$ cat src/hw/rtl/laq_pkg.sv
`timescale 1ns / 1ps
// ----------------------------------------------------------------------------
// Leak alarm qualifier package
// Shared widths, operation codes, register indexes, reset values and the
// fixed-point reciprocal used to divide the scaled baseline by one hundred.
// ----------------------------------------------------------------------------
package laq_pkg;

	// Field widths fixed by the interface.
	localparam int OP_W    = 2;
	localparam int FREQ_W  = 16;
	localparam int THR_W   = 7;
	localparam int CNT_W   = 16;
	localparam int LEVEL_W = 8;
	localparam int CFG_IDX_W  = 2;
	localparam int CFG_DATA_W = 16;

	// Stream payload widths, padded to whole bytes.
	localparam int IN_DATA_W  = 24;
	localparam int OUT_DATA_W = 32;

	// Operation codes carried in the input tuser.
	localparam logic [OP_W-1:0] OP_MEASURE = 2'd0;
	localparam logic [OP_W-1:0] OP_TICK    = 2'd1;
	localparam logic [OP_W-1:0] OP_RECAL   = 2'd2;
	localparam logic [OP_W-1:0] OP_ACK     = 2'd3;

	// Configuration register indexes.
	localparam logic [CFG_IDX_W-1:0] REG_THRESHOLD = 2'd0;
	localparam logic [CFG_IDX_W-1:0] REG_SILENCE   = 2'd1;
	localparam logic [CFG_IDX_W-1:0] REG_TIME_LIM  = 2'd2;

	// Configuration reset values.
	localparam logic [THR_W-1:0] THRESHOLD_RST = 7'd5;
	localparam logic [CNT_W-1:0] SILENCE_RST   = 16'd225;
	localparam logic [CNT_W-1:0] TIME_LIM_RST  = 16'd150;

	// Percent scale; a frequency at or below this is a sensor fault too.
	localparam logic [THR_W-1:0]  PCT_FULL  = 7'd100;
	localparam logic [FREQ_W-1:0] FAULT_MAX = 16'd100;

	// Scaled product freq * (100 - thr) fits in 23 bits.
	localparam int PROD_W = FREQ_W + THR_W;

	// floor(p / 100) = (p * RECIP_100) >> RECIP_SHIFT, exact for p < 2^23.
	localparam int RECIP_W     = 24;
	localparam int RECIP_SHIFT = 30;
	localparam logic [RECIP_W-1:0] RECIP_100 = 24'd10737419;
	localparam int QPROD_W = PROD_W + RECIP_W;

endpackage

$ cat src/hw/rtl/leak_alarm_qualifier.sv
`timescale 1ns / 1ps
// ----------------------------------------------------------------------------
// Leak alarm qualifier
// Qualifies leak sensor measurements, manages baseline calibration, the
// alarm qualification counter, the alarm timer and the silence countdown.
// ----------------------------------------------------------------------------
// Channel   Direction  Payload
// s_axis    in         tdata: frequency, external_alarm, mains_power;
//                      tuser: op
// m_axis    out        tdata: alarm_active, silenced, calibrated,
//                      sensor_fault, baseline_level, alarm_level
// cfg       in         cfg_we, cfg_index, cfg_wdata (no read-back)
//
// Each beat passes an input stage that forms freq * (100 - threshold),
// then the update that divides by 100 with a reciprocal multiply and
// writes the state and result register. A new beat is accepted every
// cycle while m_axis is not stalled. When m_axis stalls, the result holds
// and the input stage holds one more beat before s_axis_tready drops.
// arst_n clears all state and restores the register reset values.
// ----------------------------------------------------------------------------
module leak_alarm_qualifier #(
	parameter int QUAL_MIN  = 3,
	parameter int TIMER_MAX = 65535
) (
	input  logic                              clk,
	input  logic                              arst_n,
	// Input stream.
	input  logic                              s_axis_tvalid,
	output logic                              s_axis_tready,
	// [15:0] frequency, [16] external_alarm, [17] mains_power
	input  logic [laq_pkg::IN_DATA_W-1:0]     s_axis_tdata,
	// [1:0] op
	input  logic [laq_pkg::OP_W-1:0]          s_axis_tuser,
	// Result stream.
	output logic                              m_axis_tvalid,
	input  logic                              m_axis_tready,
	// [0] alarm_active, [1] silenced, [2] calibrated, [3] sensor_fault,
	// [19:4] baseline_level, [27:20] alarm_level
	output logic [laq_pkg::OUT_DATA_W-1:0]    m_axis_tdata,
	// Configuration write port.
	input  logic                              cfg_we,
	input  logic [laq_pkg::CFG_IDX_W-1:0]     cfg_index,
	input  logic [laq_pkg::CFG_DATA_W-1:0]    cfg_wdata
);

	localparam logic [laq_pkg::LEVEL_W-1:0] QUAL_MIN_L = laq_pkg::LEVEL_W'(QUAL_MIN);
	localparam logic [laq_pkg::LEVEL_W-1:0] QUAL_TOP   = laq_pkg::LEVEL_W'(2 * QUAL_MIN);
	localparam logic [laq_pkg::CNT_W-1:0]   TIMER_TOP  = laq_pkg::CNT_W'(TIMER_MAX);

	// Configuration registers.
	logic [laq_pkg::THR_W-1:0] threshold_q;
	logic [laq_pkg::CNT_W-1:0] silence_ticks_q;
	logic [laq_pkg::CNT_W-1:0] time_limit_q;

	// Block state.
	logic                        calibrated_q;
	logic [laq_pkg::FREQ_W-1:0]  baseline_q;
	logic [laq_pkg::LEVEL_W-1:0] qual_q;
	logic [laq_pkg::CNT_W-1:0]   silence_q;
	logic [laq_pkg::CNT_W-1:0]   timer_q;

	// Input stage.
	logic                        valid_s1;
	logic [laq_pkg::OP_W-1:0]    op_s1;
	logic [laq_pkg::FREQ_W-1:0]  freq_s1;
	logic                        ext_alarm_s1;
	logic                        ext_power_s1;
	logic [laq_pkg::PROD_W-1:0]  prod_s1;

	// Result register.
	logic                           out_valid_q;
	logic [laq_pkg::OUT_DATA_W-1:0] out_data_q;

	logic                        in_beat;
	logic                        advance;
	logic [laq_pkg::THR_W-1:0]   thr_clamp;
	logic [laq_pkg::THR_W-1:0]   scale;
	logic [laq_pkg::PROD_W-1:0]  prod_in;
	logic [laq_pkg::QPROD_W-1:0] qprod;
	logic [laq_pkg::FREQ_W-1:0]  quot;

	logic                        cal_d;
	logic [laq_pkg::FREQ_W-1:0]  base_d;
	logic [laq_pkg::LEVEL_W-1:0] qual_d;
	logic [laq_pkg::CNT_W-1:0]   sil_d;
	logic [laq_pkg::CNT_W-1:0]   timer_d;
	logic                        fault_d;

	// Handshake: the input stage moves on when the result register is free.
	assign advance       = valid_s1 && (!out_valid_q || m_axis_tready);
	assign s_axis_tready = !valid_s1 || advance;
	assign in_beat       = s_axis_tvalid && s_axis_tready;

	// Scaled dry level; thresholds above 100 act as 100.
	assign thr_clamp = (threshold_q > laq_pkg::PCT_FULL) ? laq_pkg::PCT_FULL : threshold_q;
	assign scale     = laq_pkg::PCT_FULL - thr_clamp;
	assign prod_in   = laq_pkg::PROD_W'(s_axis_tdata[laq_pkg::FREQ_W-1:0]) *
	                   laq_pkg::PROD_W'(scale);

	// Divide the registered product by 100.
	assign qprod = laq_pkg::QPROD_W'(prod_s1) * laq_pkg::QPROD_W'(laq_pkg::RECIP_100);
	assign quot  = qprod[laq_pkg::RECIP_SHIFT +: laq_pkg::FREQ_W];

	// Configuration writes.
	always_ff @(posedge clk or negedge arst_n) begin
		if (!arst_n) begin
			threshold_q     <= laq_pkg::THRESHOLD_RST;
			silence_ticks_q <= laq_pkg::SILENCE_RST;
			time_limit_q    <= laq_pkg::TIME_LIM_RST;
		end else if (cfg_we) begin
			case (cfg_index)
				laq_pkg::REG_THRESHOLD: threshold_q     <= cfg_wdata[laq_pkg::THR_W-1:0];
				laq_pkg::REG_SILENCE:   silence_ticks_q <= cfg_wdata;
				laq_pkg::REG_TIME_LIM:  time_limit_q    <= cfg_wdata;
				default: ;
			endcase
		end
	end

	// Input stage valid.
	always_ff @(posedge clk or negedge arst_n) begin
		if (!arst_n) begin
			valid_s1 <= 1'b0;
		end else if (in_beat) begin
			valid_s1 <= 1'b1;
		end else if (advance) begin
			valid_s1 <= 1'b0;
		end
	end

	// Input stage payload.
	always_ff @(posedge clk) begin
		if (in_beat) begin
			op_s1        <= s_axis_tuser;
			freq_s1      <= s_axis_tdata[laq_pkg::FREQ_W-1:0];
			ext_alarm_s1 <= s_axis_tdata[laq_pkg::FREQ_W];
			ext_power_s1 <= s_axis_tdata[laq_pkg::FREQ_W+1];
			prod_s1      <= prod_in;
		end
	end

	// Next state for the beat in the input stage.
	always_comb begin
		logic [laq_pkg::CNT_W-1:0] timer_inc;
		timer_inc = timer_q + laq_pkg::CNT_W'(1);
		cal_d   = calibrated_q;
		base_d  = baseline_q;
		qual_d  = qual_q;
		sil_d   = silence_q;
		timer_d = timer_q;
		fault_d = 1'b0;
		case (op_s1)
			laq_pkg::OP_MEASURE: begin
				if (!calibrated_q) begin
					if (freq_s1 > laq_pkg::FAULT_MAX) begin
						base_d = quot;
						qual_d = '0;
						cal_d  = 1'b1;
					end else begin
						qual_d  = QUAL_TOP;
						fault_d = 1'b1;
					end
				end else begin
					if (freq_s1 <= laq_pkg::FAULT_MAX) begin
						qual_d  = QUAL_TOP;
						fault_d = 1'b1;
					end
					if ((freq_s1 < baseline_q || ext_alarm_s1) && silence_q == '0) begin
						if (qual_d < QUAL_TOP) begin
							qual_d = qual_d + laq_pkg::LEVEL_W'(1);
						end
						if (qual_d > QUAL_MIN_L && timer_q == '0 && !ext_power_s1) begin
							timer_d = laq_pkg::CNT_W'(1);
						end
					end else if (qual_d != '0) begin
						qual_d = qual_d - laq_pkg::LEVEL_W'(1);
					end
				end
			end
			laq_pkg::OP_TICK: begin
				if (silence_q != '0) begin
					sil_d = silence_q - laq_pkg::CNT_W'(1);
				end
				if (timer_q != '0 && timer_q < TIMER_TOP) begin
					timer_d = timer_inc;
					// Alarm sounded too long: silence it automatically.
					if (timer_inc > time_limit_q) begin
						sil_d   = silence_ticks_q;
						qual_d  = '0;
						timer_d = '0;
					end
				end
			end
			laq_pkg::OP_RECAL: begin
				cal_d = 1'b0;
			end
			laq_pkg::OP_ACK: begin
				if (qual_q > QUAL_MIN_L) begin
					sil_d   = silence_ticks_q;
					qual_d  = '0;
					timer_d = '0;
				end else begin
					cal_d = 1'b0;
				end
			end
			default: ;
		endcase
	end

	// State update.
	always_ff @(posedge clk or negedge arst_n) begin
		if (!arst_n) begin
			calibrated_q <= 1'b0;
			baseline_q   <= '0;
			qual_q       <= '0;
			silence_q    <= '0;
			timer_q      <= '0;
		end else if (advance) begin
			calibrated_q <= cal_d;
			baseline_q   <= base_d;
			qual_q       <= qual_d;
			silence_q    <= sil_d;
			timer_q      <= timer_d;
		end
	end

	// Result register valid.
	always_ff @(posedge clk or negedge arst_n) begin
		if (!arst_n) begin
			out_valid_q <= 1'b0;
		end else if (advance) begin
			out_valid_q <= 1'b1;
		end else if (m_axis_tready) begin
			out_valid_q <= 1'b0;
		end
	end

	// Result register payload.
	always_ff @(posedge clk) begin
		if (advance) begin
			out_data_q <= {4'b0000, qual_d, base_d, fault_d, cal_d,
			               (sil_d != '0), (qual_d > QUAL_MIN_L)};
		end
	end

	assign m_axis_tvalid = out_valid_q;
	assign m_axis_tdata  = out_data_q;

	// The qualification counter never passes its saturation point.
	a_level_sat: assert property (@(posedge clk) disable iff (!arst_n)
		m_axis_tvalid |-> (m_axis_tdata[27:20] <= QUAL_TOP))
		else $error("alarm level above saturation");

	// Alarm flag agrees with the reported level.
	a_active_flag: assert property (@(posedge clk) disable iff (!arst_n)
		m_axis_tvalid |-> (m_axis_tdata[0] == (m_axis_tdata[27:20] > QUAL_MIN_L)))
		else $error("alarm flag does not match level");

	// Only measurements can report a sensor fault.
	a_fault_op: assert property (@(posedge clk) disable iff (!arst_n)
		(advance && fault_d) |-> (op_s1 == laq_pkg::OP_MEASURE))
		else $error("sensor fault on a non-measurement beat");

	// A stalled input stage keeps its beat.
	a_s1_hold: assert property (@(posedge clk) disable iff (!arst_n)
		(valid_s1 && !advance) |=> (valid_s1 && $stable(prod_s1) && $stable(op_s1)))
		else $error("input stage lost a stalled beat");

endmodule

$ cat config.mk
export PLATFORM = sky130hd
export DESIGN_NAME = leak_alarm_qualifier
export DESIGN_NICKNAME = d
export VERILOG_FILES = /design/src/hw/rtl/laq_pkg.sv /design/src/hw/rtl/leak_alarm_qualifier.sv
export SDC_FILE = /design/constraint.sdc
export NUM_CORES = 1
export LEC_CHECK = 0
export BUFFER_PORTS_ARGS = -buffer_cell sky130_fd_sc_hd__buf_2
export CELL_PAD_IN_SITES_DETAIL_PLACEMENT = 1
export CELL_PAD_IN_SITES_GLOBAL_PLACEMENT = 2
export CORE_MARGIN = 2
export CORE_UTILIZATION = 38
export CTS_CLUSTER_DIAMETER = 100
export DETAILED_ROUTE_END_ITERATION = 8
export PLACE_DENSITY_LB_ADDON = 0.12
export SLEW_MARGIN = 20
export SYNTH_ARGS = -nofsm -noshare
export SYNTH_HDL_FRONTEND = slang
export SYNTH_SLANG_ARGS = --single-unit
$ cat constraint.sdc
create_clock -name clk -period 6.8 [get_ports clk]
set_input_delay 1.36 -clock clk [delete_from_list [all_inputs] [get_ports clk]]
set_output_delay 1.36 -clock clk [all_outputs]
set_load 0.01 [all_outputs]
== After elaboration in Yosys (flattened, before gate mapping) ==
Index checks and enable logic that the tools add are counted.

* Input port bits: 49
* Logic and storage cells: 113
* Output and inout bits: 34
* Register bits after elaboration: 169

* $add $sub $neg: 5
* Reduce and logical (&&, ||, !) cells: 27
* Equal/unequal tests: 10
* $lt $le $gt $ge: 10
* Multiply operators: 2
* Muxes and demuxes: 42

{| class="wikitable"
|+ Operators by type and width
! cell !! number
|-
| $mux 16 || 13
|-
| $mux 8 || 13
|-
| $pmux 16 s3 || 1
|-
| $reduce_bool 16->1 || 3
|-
| $mul 23x24->46 const B || 1
|-
| $logic_not 16->1 || 2
|-
| $pmux 16 s2 || 1
|-
| $gt 8x2->1 const B || 3
|-
| $pmux 8 s3 || 1
|-
| $mul 16x7->23 || 1
|-
| $add 16x1->16 const B || 1
|-
| $gt 16x16->1 || 1
|-
| $gt 16x7->1 const B || 1
|-
| $le 16x7->1 const B || 1
|-
| $lt 16x16->1 || 1
|-
| $lt 16x16->1 const B || 1
|-
| $sub 16x1->16 const B || 1
|-
| $mux 1 || 10
|-
| $ne 2x2->1 const B || 5
|-
| $add 8x1->8 const B || 1
|-
| $lt 8x3->1 const B || 1
|-
| $reduce_bool 8->1 || 1
|-
| $sub 8x1->8 const B || 1
|-
| $gt 7x7->1 const B || 1
|-
| 14 further kinds || 30
|}

== Longest topological paths before layout ==
* Depth after elaboration: 16
* Gate-level depth with buffers: 31
* Gate-level depth less buffers: 30

== Worst setup path after synthesis ==
Ideal clock, no wire load.

* Path kind: flip-flop to flip-flop
* From: register threshold_q[0] (netlist bit)
* To: register prod_s1[22] (netlist bit) (data pin)
* Path buffers: 2
* Period minus slack after synthesis: 6975 ps
* Stages on the path, launching flop included: 31
* Setup time: 260 ps
* Slack: -175 ps
* Required time: 6540 ps
* Data arrival time: 6715 ps
* Cell sequence: dfstp_2 > o21ai_0 > nand2_1 > nand3_1 > and2_1 > clkbuf_1 > inv_1 > ha_1 > nor2b_1 > o31ai_1 > nor2_1 > a21oi_1 > clkbuf_1 > nand2_1 > fa_1 > fa_1 > inv_1 > fa_1 > inv_1 > fa_1 > inv_1 > ha_1 > or4_1 > o22ai_1 > o2111ai_1 > nand2_1 > o21ai_0 > o41ai_1 > o21bai_1 > a21oi_1 > xnor2_1

* Cells in the longest elaborated chain, start to end: 4

{| class="wikitable"
|+ RTL lines
! what !! RTL line !! RTL
|-
| from (decl) || leak_alarm_qualifier.sv:51 || <nowiki>logic [laq_pkg::THR_W-1:0] threshold_q;</nowiki>
|-
| from (signal assigned) || leak_alarm_qualifier.sv:107 || <nowiki>threshold_q <= laq_pkg::THRESHOLD_RST;</nowiki>
|-
| from (signal assigned) || leak_alarm_qualifier.sv:112 || <nowiki>laq_pkg::REG_THRESHOLD: threshold_q <= cfg_wdata[laq_pkg::THR_W-1:0];</nowiki>
|-
| $gt 7x7->1 || leak_alarm_qualifier.sv:95 || <nowiki>assign thr_clamp = (threshold_q > laq_pkg::PCT_FULL) ? laq_pkg::PCT_FULL : threshold_q;</nowiki>
|-
| $mux 7 * || leak_alarm_qualifier.sv:95 ||
|-
| $sub 7x7->7 * || leak_alarm_qualifier.sv:96 || <nowiki>assign scale = laq_pkg::PCT_FULL - thr_clamp;</nowiki>
|-
| $mul 16x7->23 * || leak_alarm_qualifier.sv:97 || <nowiki>assign prod_in = laq_pkg::PROD_W'(s_axis_tdata[laq_pkg::FREQ_W-1:0]) *</nowiki>
|-
| named net prod_in, one bit || leak_alarm_qualifier.sv:78 || <nowiki>logic [laq_pkg::PROD_W-1:0] prod_in;</nowiki>
|-
| to (signal assigned) || leak_alarm_qualifier.sv:138 || <nowiki>prod_s1 <= prod_in;</nowiki>
|-
| to (decl) || leak_alarm_qualifier.sv:68 || <nowiki>logic [laq_pkg::PROD_W-1:0] prod_s1;</nowiki>
|}

Mark *: on every way through the listed nets, which the timed path passes. The rest lies on a longest branch.
A chain may end at the register's enable or synchronous reset.

== Worst setup path after layout ==
* From: register prod_s1[5] (netlist bit)
* To: register out_data_q (netlist bit m_axis_tdata[19]) (data pin)

* Cells in the longest elaborated chain, start to end: 4

{| class="wikitable"
|+ RTL lines
! what !! RTL line !! RTL
|-
| $mul 23x24->46 || leak_alarm_qualifier.sv:101 || <nowiki>assign qprod = laq_pkg::QPROD_W'(prod_s1) * laq_pkg::QPROD_W'(laq_pkg::RECIP_100);</nowiki>
|-
| $mux 16 || leak_alarm_qualifier.sv:155 || <nowiki>if (freq_s1 > laq_pkg::FAULT_MAX) begin</nowiki>
|-
| $mux 16 || leak_alarm_qualifier.sv:154 || <nowiki>if (!calibrated_q) begin</nowiki>
|-
| $mux 16 || leak_alarm_qualifier.sv:152 || <nowiki>case (op_s1)</nowiki>
|-
| named net base_d, one bit || leak_alarm_qualifier.sv:83 || <nowiki>logic [laq_pkg::FREQ_W-1:0] base_d;</nowiki>
|-
| to (signal assigned) || leak_alarm_qualifier.sv:241 || <nowiki>out_data_q <= {4'b0000, qual_d, base_d, fault_d, cal_d,</nowiki>
|-
| to (decl) || leak_alarm_qualifier.sv:72 || <nowiki>logic [laq_pkg::OUT_DATA_W-1:0] out_data_q;</nowiki>
|}

The timed path passes the listed nets, and every way through them passes these cells.

==> impl_metrics.py <==
metrics = {
    "logic_synthesis": {
        "synth_edf_count": 71,
        "ys_ff_latch": 169,
        "yosys.cell_types.count": 76,
        "synthFlopType": "dfrtp_1",
        "synth_warnings": 0,
        "synth_area_mm2": 0.0211,
        "netlist_instances": 2108,
        "async_flop_share_pct": 58.0,
        "yosysSeqAreaShare_pct": 21.8,
        "syn_avg_cell_area_um2": 10.0,
    },
    "grt": {
        "grt.overflow.total": 0,
        "grt_max_degree": 72,
        "antenna_found_initial": 2,
        "grtUsageTotal_pct": 22.2,
        "grt_pass1_vias": 17100,
        "grt_pass1_wl_um": 96900,
    },
    "die": {
        "core_mm2": 0.0550,
        "initial_utilization_pct": 38.4,
        "rows": 86,
        "die_y_um": 240,
        "io-pin-count": 83,
        "dieArea_mm2": 0.0574,
        "dieWidth_um": 240,
    },
    "placement": {
        "routabilityCongestion": 0.877,
        "hpwl_um": 51000,
        "io_buffers": 72,
        "placed_area_mm2": 0.0235,
    },
    "status": {
        "run_status": "complete, but fails checks",
        "failed_checks": "negative setup slack",
    },
    "sta": {
        "fmax_ghz": 0.143,
        "rsz0062_at_grt": "true",
        "fin_skew_ps": 16.6,
        "finalMaxSlewViolations": 0,
        "period_share_pct": 103,
        "min_period_ps": 7000,
        "fin_ws_ps": -204,
        "finalSetupViolCount": 9,
        "timing.slew.headroom_pct": 34.0,
        "hold_viol_final": 0,
        "tightest_slew_ps": 987,
    },
    "route": {
        "drt_iter0_drc": 682,
        "drc": 0,
        "dr_total_vias": 15700,
        "post_drt_wl_per_cell_um": 19.7,
        "drtPass1Iterations": 5,
        "viasPerCell": 5.01,
        "wirelength_um": 61600,
        "ant_nets": 0,
    },
    "worst_setup_path": {
        "reg2reg_depth": 23,
        "r2r_setup_slack_ps": -200,
        "path_buf_inv": 5,
        "r2r_end": "m_axis_tdata[19]$_DFFE_PP_",
        "cp.arrival_ps": 7210,
        "path_max_fanout": 3,
        "path_cells": "fa_2 -> fa_1 -> inv_1 -> fa_1 -> inv_1 -> fa_1 -> fa_2 -> fa_1 -> inv_1 -> fa_1 -> inv_1 -> ha_4 -> nand4_1 -> buf_4 -> nor2_2 -> and3_1 -> a221o_1 -> o21ba_4 -> nor4b_4 -> o31a_1 -> or4_1 -> nand4_1 -> o21ai_1",
        "path_common_cell": "fa_1",
        "crit_family": "adder cells",
        "required_ps": 7000,
        "slowest_stage": "fa_1",
        "endpoint_kind": "register",
        "r2r_start": "prod_s1[5]$_DFFE_PP_",
        "path_class": "reg -> reg",
        "cp-start-kind": "register",
        "slowest_delay_ps": 520,
    },
    "final_layout": {
        "mostFrequentLayoutCells": "423 x inv_1, 290 x ha_1, 248 x fa_1",
        "final_common_cell": "inv_1",
        "fill_cells": 6159,
        "nets": 2993,
        "syn2layout_area_growth_pct": 18.7,
        "layout-drive-gt1-share_pct": 21.6,
        "finalInstanceArea_mm2": 0.0250,
    },
    "clocking": {
        "cts_root_buffer": "clkbuf_16",
        "cts_hold_buf": 0,
        "clockBufferDepth": 2,
        "cts_sinks": 169,
        "numCtsBuffers": 17,
        "clkLatencyLatePin_ps": 490,
        "cts_tree": "built",
        "clkTransAtPathRegs_ps": 80,
        "htree_levels": 4,
    },
    "min_path": {
        "worst_hold_path_type": "reg -> reg",
        "whs_path_depth": 1,
        "min_from": "valid_s1$_DFFE_PN0P_",
        "holdPathEnd": "m_axis_tvalid$_DFFE_PN0P_",
    },
    "job": {
        "cap_viol_max_count": 0,
    },
}
[through the flow]
step	hold slack [ps]	util [%]	setup TNS [ps]	worst slack (ps)	std cells
after global placement	465	42.7	-3340	-427	3052
after detailed placement	491	42.7	-5510	-658	3052
after global routing	523	45.5	-3460	-401	3127
after CTS	507	44.9	-480	-122	3114
final	503	45.5	-801	-204	3127
after floorplan	457	-	0	10.2	2111
[how the worst max path moves through the flow]
stage | startpoint | endpoint | slack, ps | cells past startpoint
after global placement | prod_s1[6]$_DFFE_PP_ | m_axis_tdata[19]$_DFFE_PP_ | -430 | 23
after CTS | prod_s1[5]$_DFFE_PP_ | m_axis_tdata[18]$_DFFE_PP_ | -120 | 23
final | prod_s1[5]$_DFFE_PP_ | m_axis_tdata[19]$_DFFE_PP_ | -200 | 23
after global routing | prod_s1[7]$_DFFE_PP_ | m_axis_tdata[18]$_DFFE_PP_ | -400 | 23
after detailed placement | prod_s1[8]$_DFFE_PP_ | m_axis_tdata[19]$_DFFE_PP_ | -660 | 23
after floorplan | prod_s1[6]$_DFFE_PP_ | m_axis_tdata[19]$_DFFE_PP_ | 10 | 22
[state kept, by name, summed over array words and instances (netlist names), 2 cells and up]
register,count
m_axis_tdata,28
prod_s1,23
baseline_q,16
freq_s1,16
silence_q,16
silence_ticks_q,16
time_limit_q,16
timer_q,16
qual_q,8
threshold_q,7
op_s1,2
[what timing repair did]
item                                    4_1_cts  5_1_grt
pin swaps                                    73       41
gates cloned                                  0        1
resized for setup                            76       64
endpoints found under the setup margin       20       30
buffers inserted                             31       12
[kinds of logic (layout without fill, tap and decap cells)]
| kind of cell | Yosys count | count (layout) | synth area share [%] |
|---|---|---|---|
| fa+ha+maj | 579 | 579 | 43.7 |
| buf+inv | 494 | 761 | 8.91 |
| simple gates | 467 | 467 | 11.2 |
| compound gates | 273 | 273 | 8.35 |
| flops | 169 | 169 | 21.8 |
| mux | 69 | 69 | 3.66 |
| xor+xnor | 56 | 56 | 2.32 |
| other cells | 1 | 5 | 0.0178 |
[cell usage after synthesis, drive strengths merged (3+ instances only)]
cell type | instances | area, um2
nand3 | 44 | 220
and3 | 12 | 75.1
fa | 264 | 5290
o22ai | 4 | 25.0
nand2 | 138 | 518
or4 | 6 | 52.6
and2 | 79 | 494
xnor2 | 36 | 315
nor4 | 10 | 77.6
xor2 | 20 | 175
a222oi | 6 | 60.1
nor2b | 5 | 31.3
a21o | 23 | 173
o31ai | 9 | 67.6
inv | 447 | 1680
mux2 | 65 | 732
a221oi | 7 | 61.3
o21bai | 5 | 37.5
nor4b | 3 | 26.3
nand2b | 8 | 50.1
nor3 | 29 | 145
a31oi | 6 | 37.5
a2bb2oi | 3 | 26.3
buf | 7 | 51.3
edfxtp | 71 | 2130
dfrtp | 88 | 2200
a22oi | 8 | 60.1
nand4 | 17 | 113
a21oi | 49 | 245
mux2i | 4 | 40.0
nand3b | 6 | 45.0
a211oi | 8 | 60.1
o21ai | 94 | 474
or3 | 11 | 68.8
or2 | 6 | 37.5
o31a | 3 | 26.3
o211ai | 8 | 60.1
clkbuf | 39 | 146
o2111ai | 4 | 35.0
dfstp | 10 | 263
o21a | 13 | 97.6
ha | 315 | 3940
nor2 | 83 | 319
nand4b | 4 | 41.3
[metal layers]
metal	wire length [um]	global-route usage [%]	share of wire, %
met1	31300	32.6	51
met2	28200	35.3	46
met3	1410	2.22	2.3
met4	648	4.72	1.1
met5	0	0	0
[cell type report]
class	count	area (um2)	share of cell area (%)
clock buffer	17	425	1.70
tap	748	936	3.74
multi-input combinational	1448	15200	60.8
sequential	169	4600	18.4
timing repair buffer	281	1980	7.90
antenna	1	2.50	0.00999
clock inverter	15	204	0.814
inverter	448	1680	6.71
Power is left out: the tool's default activity adds up to more than one toggle a clock period on the data nets, which glitch-free logic cannot reach.
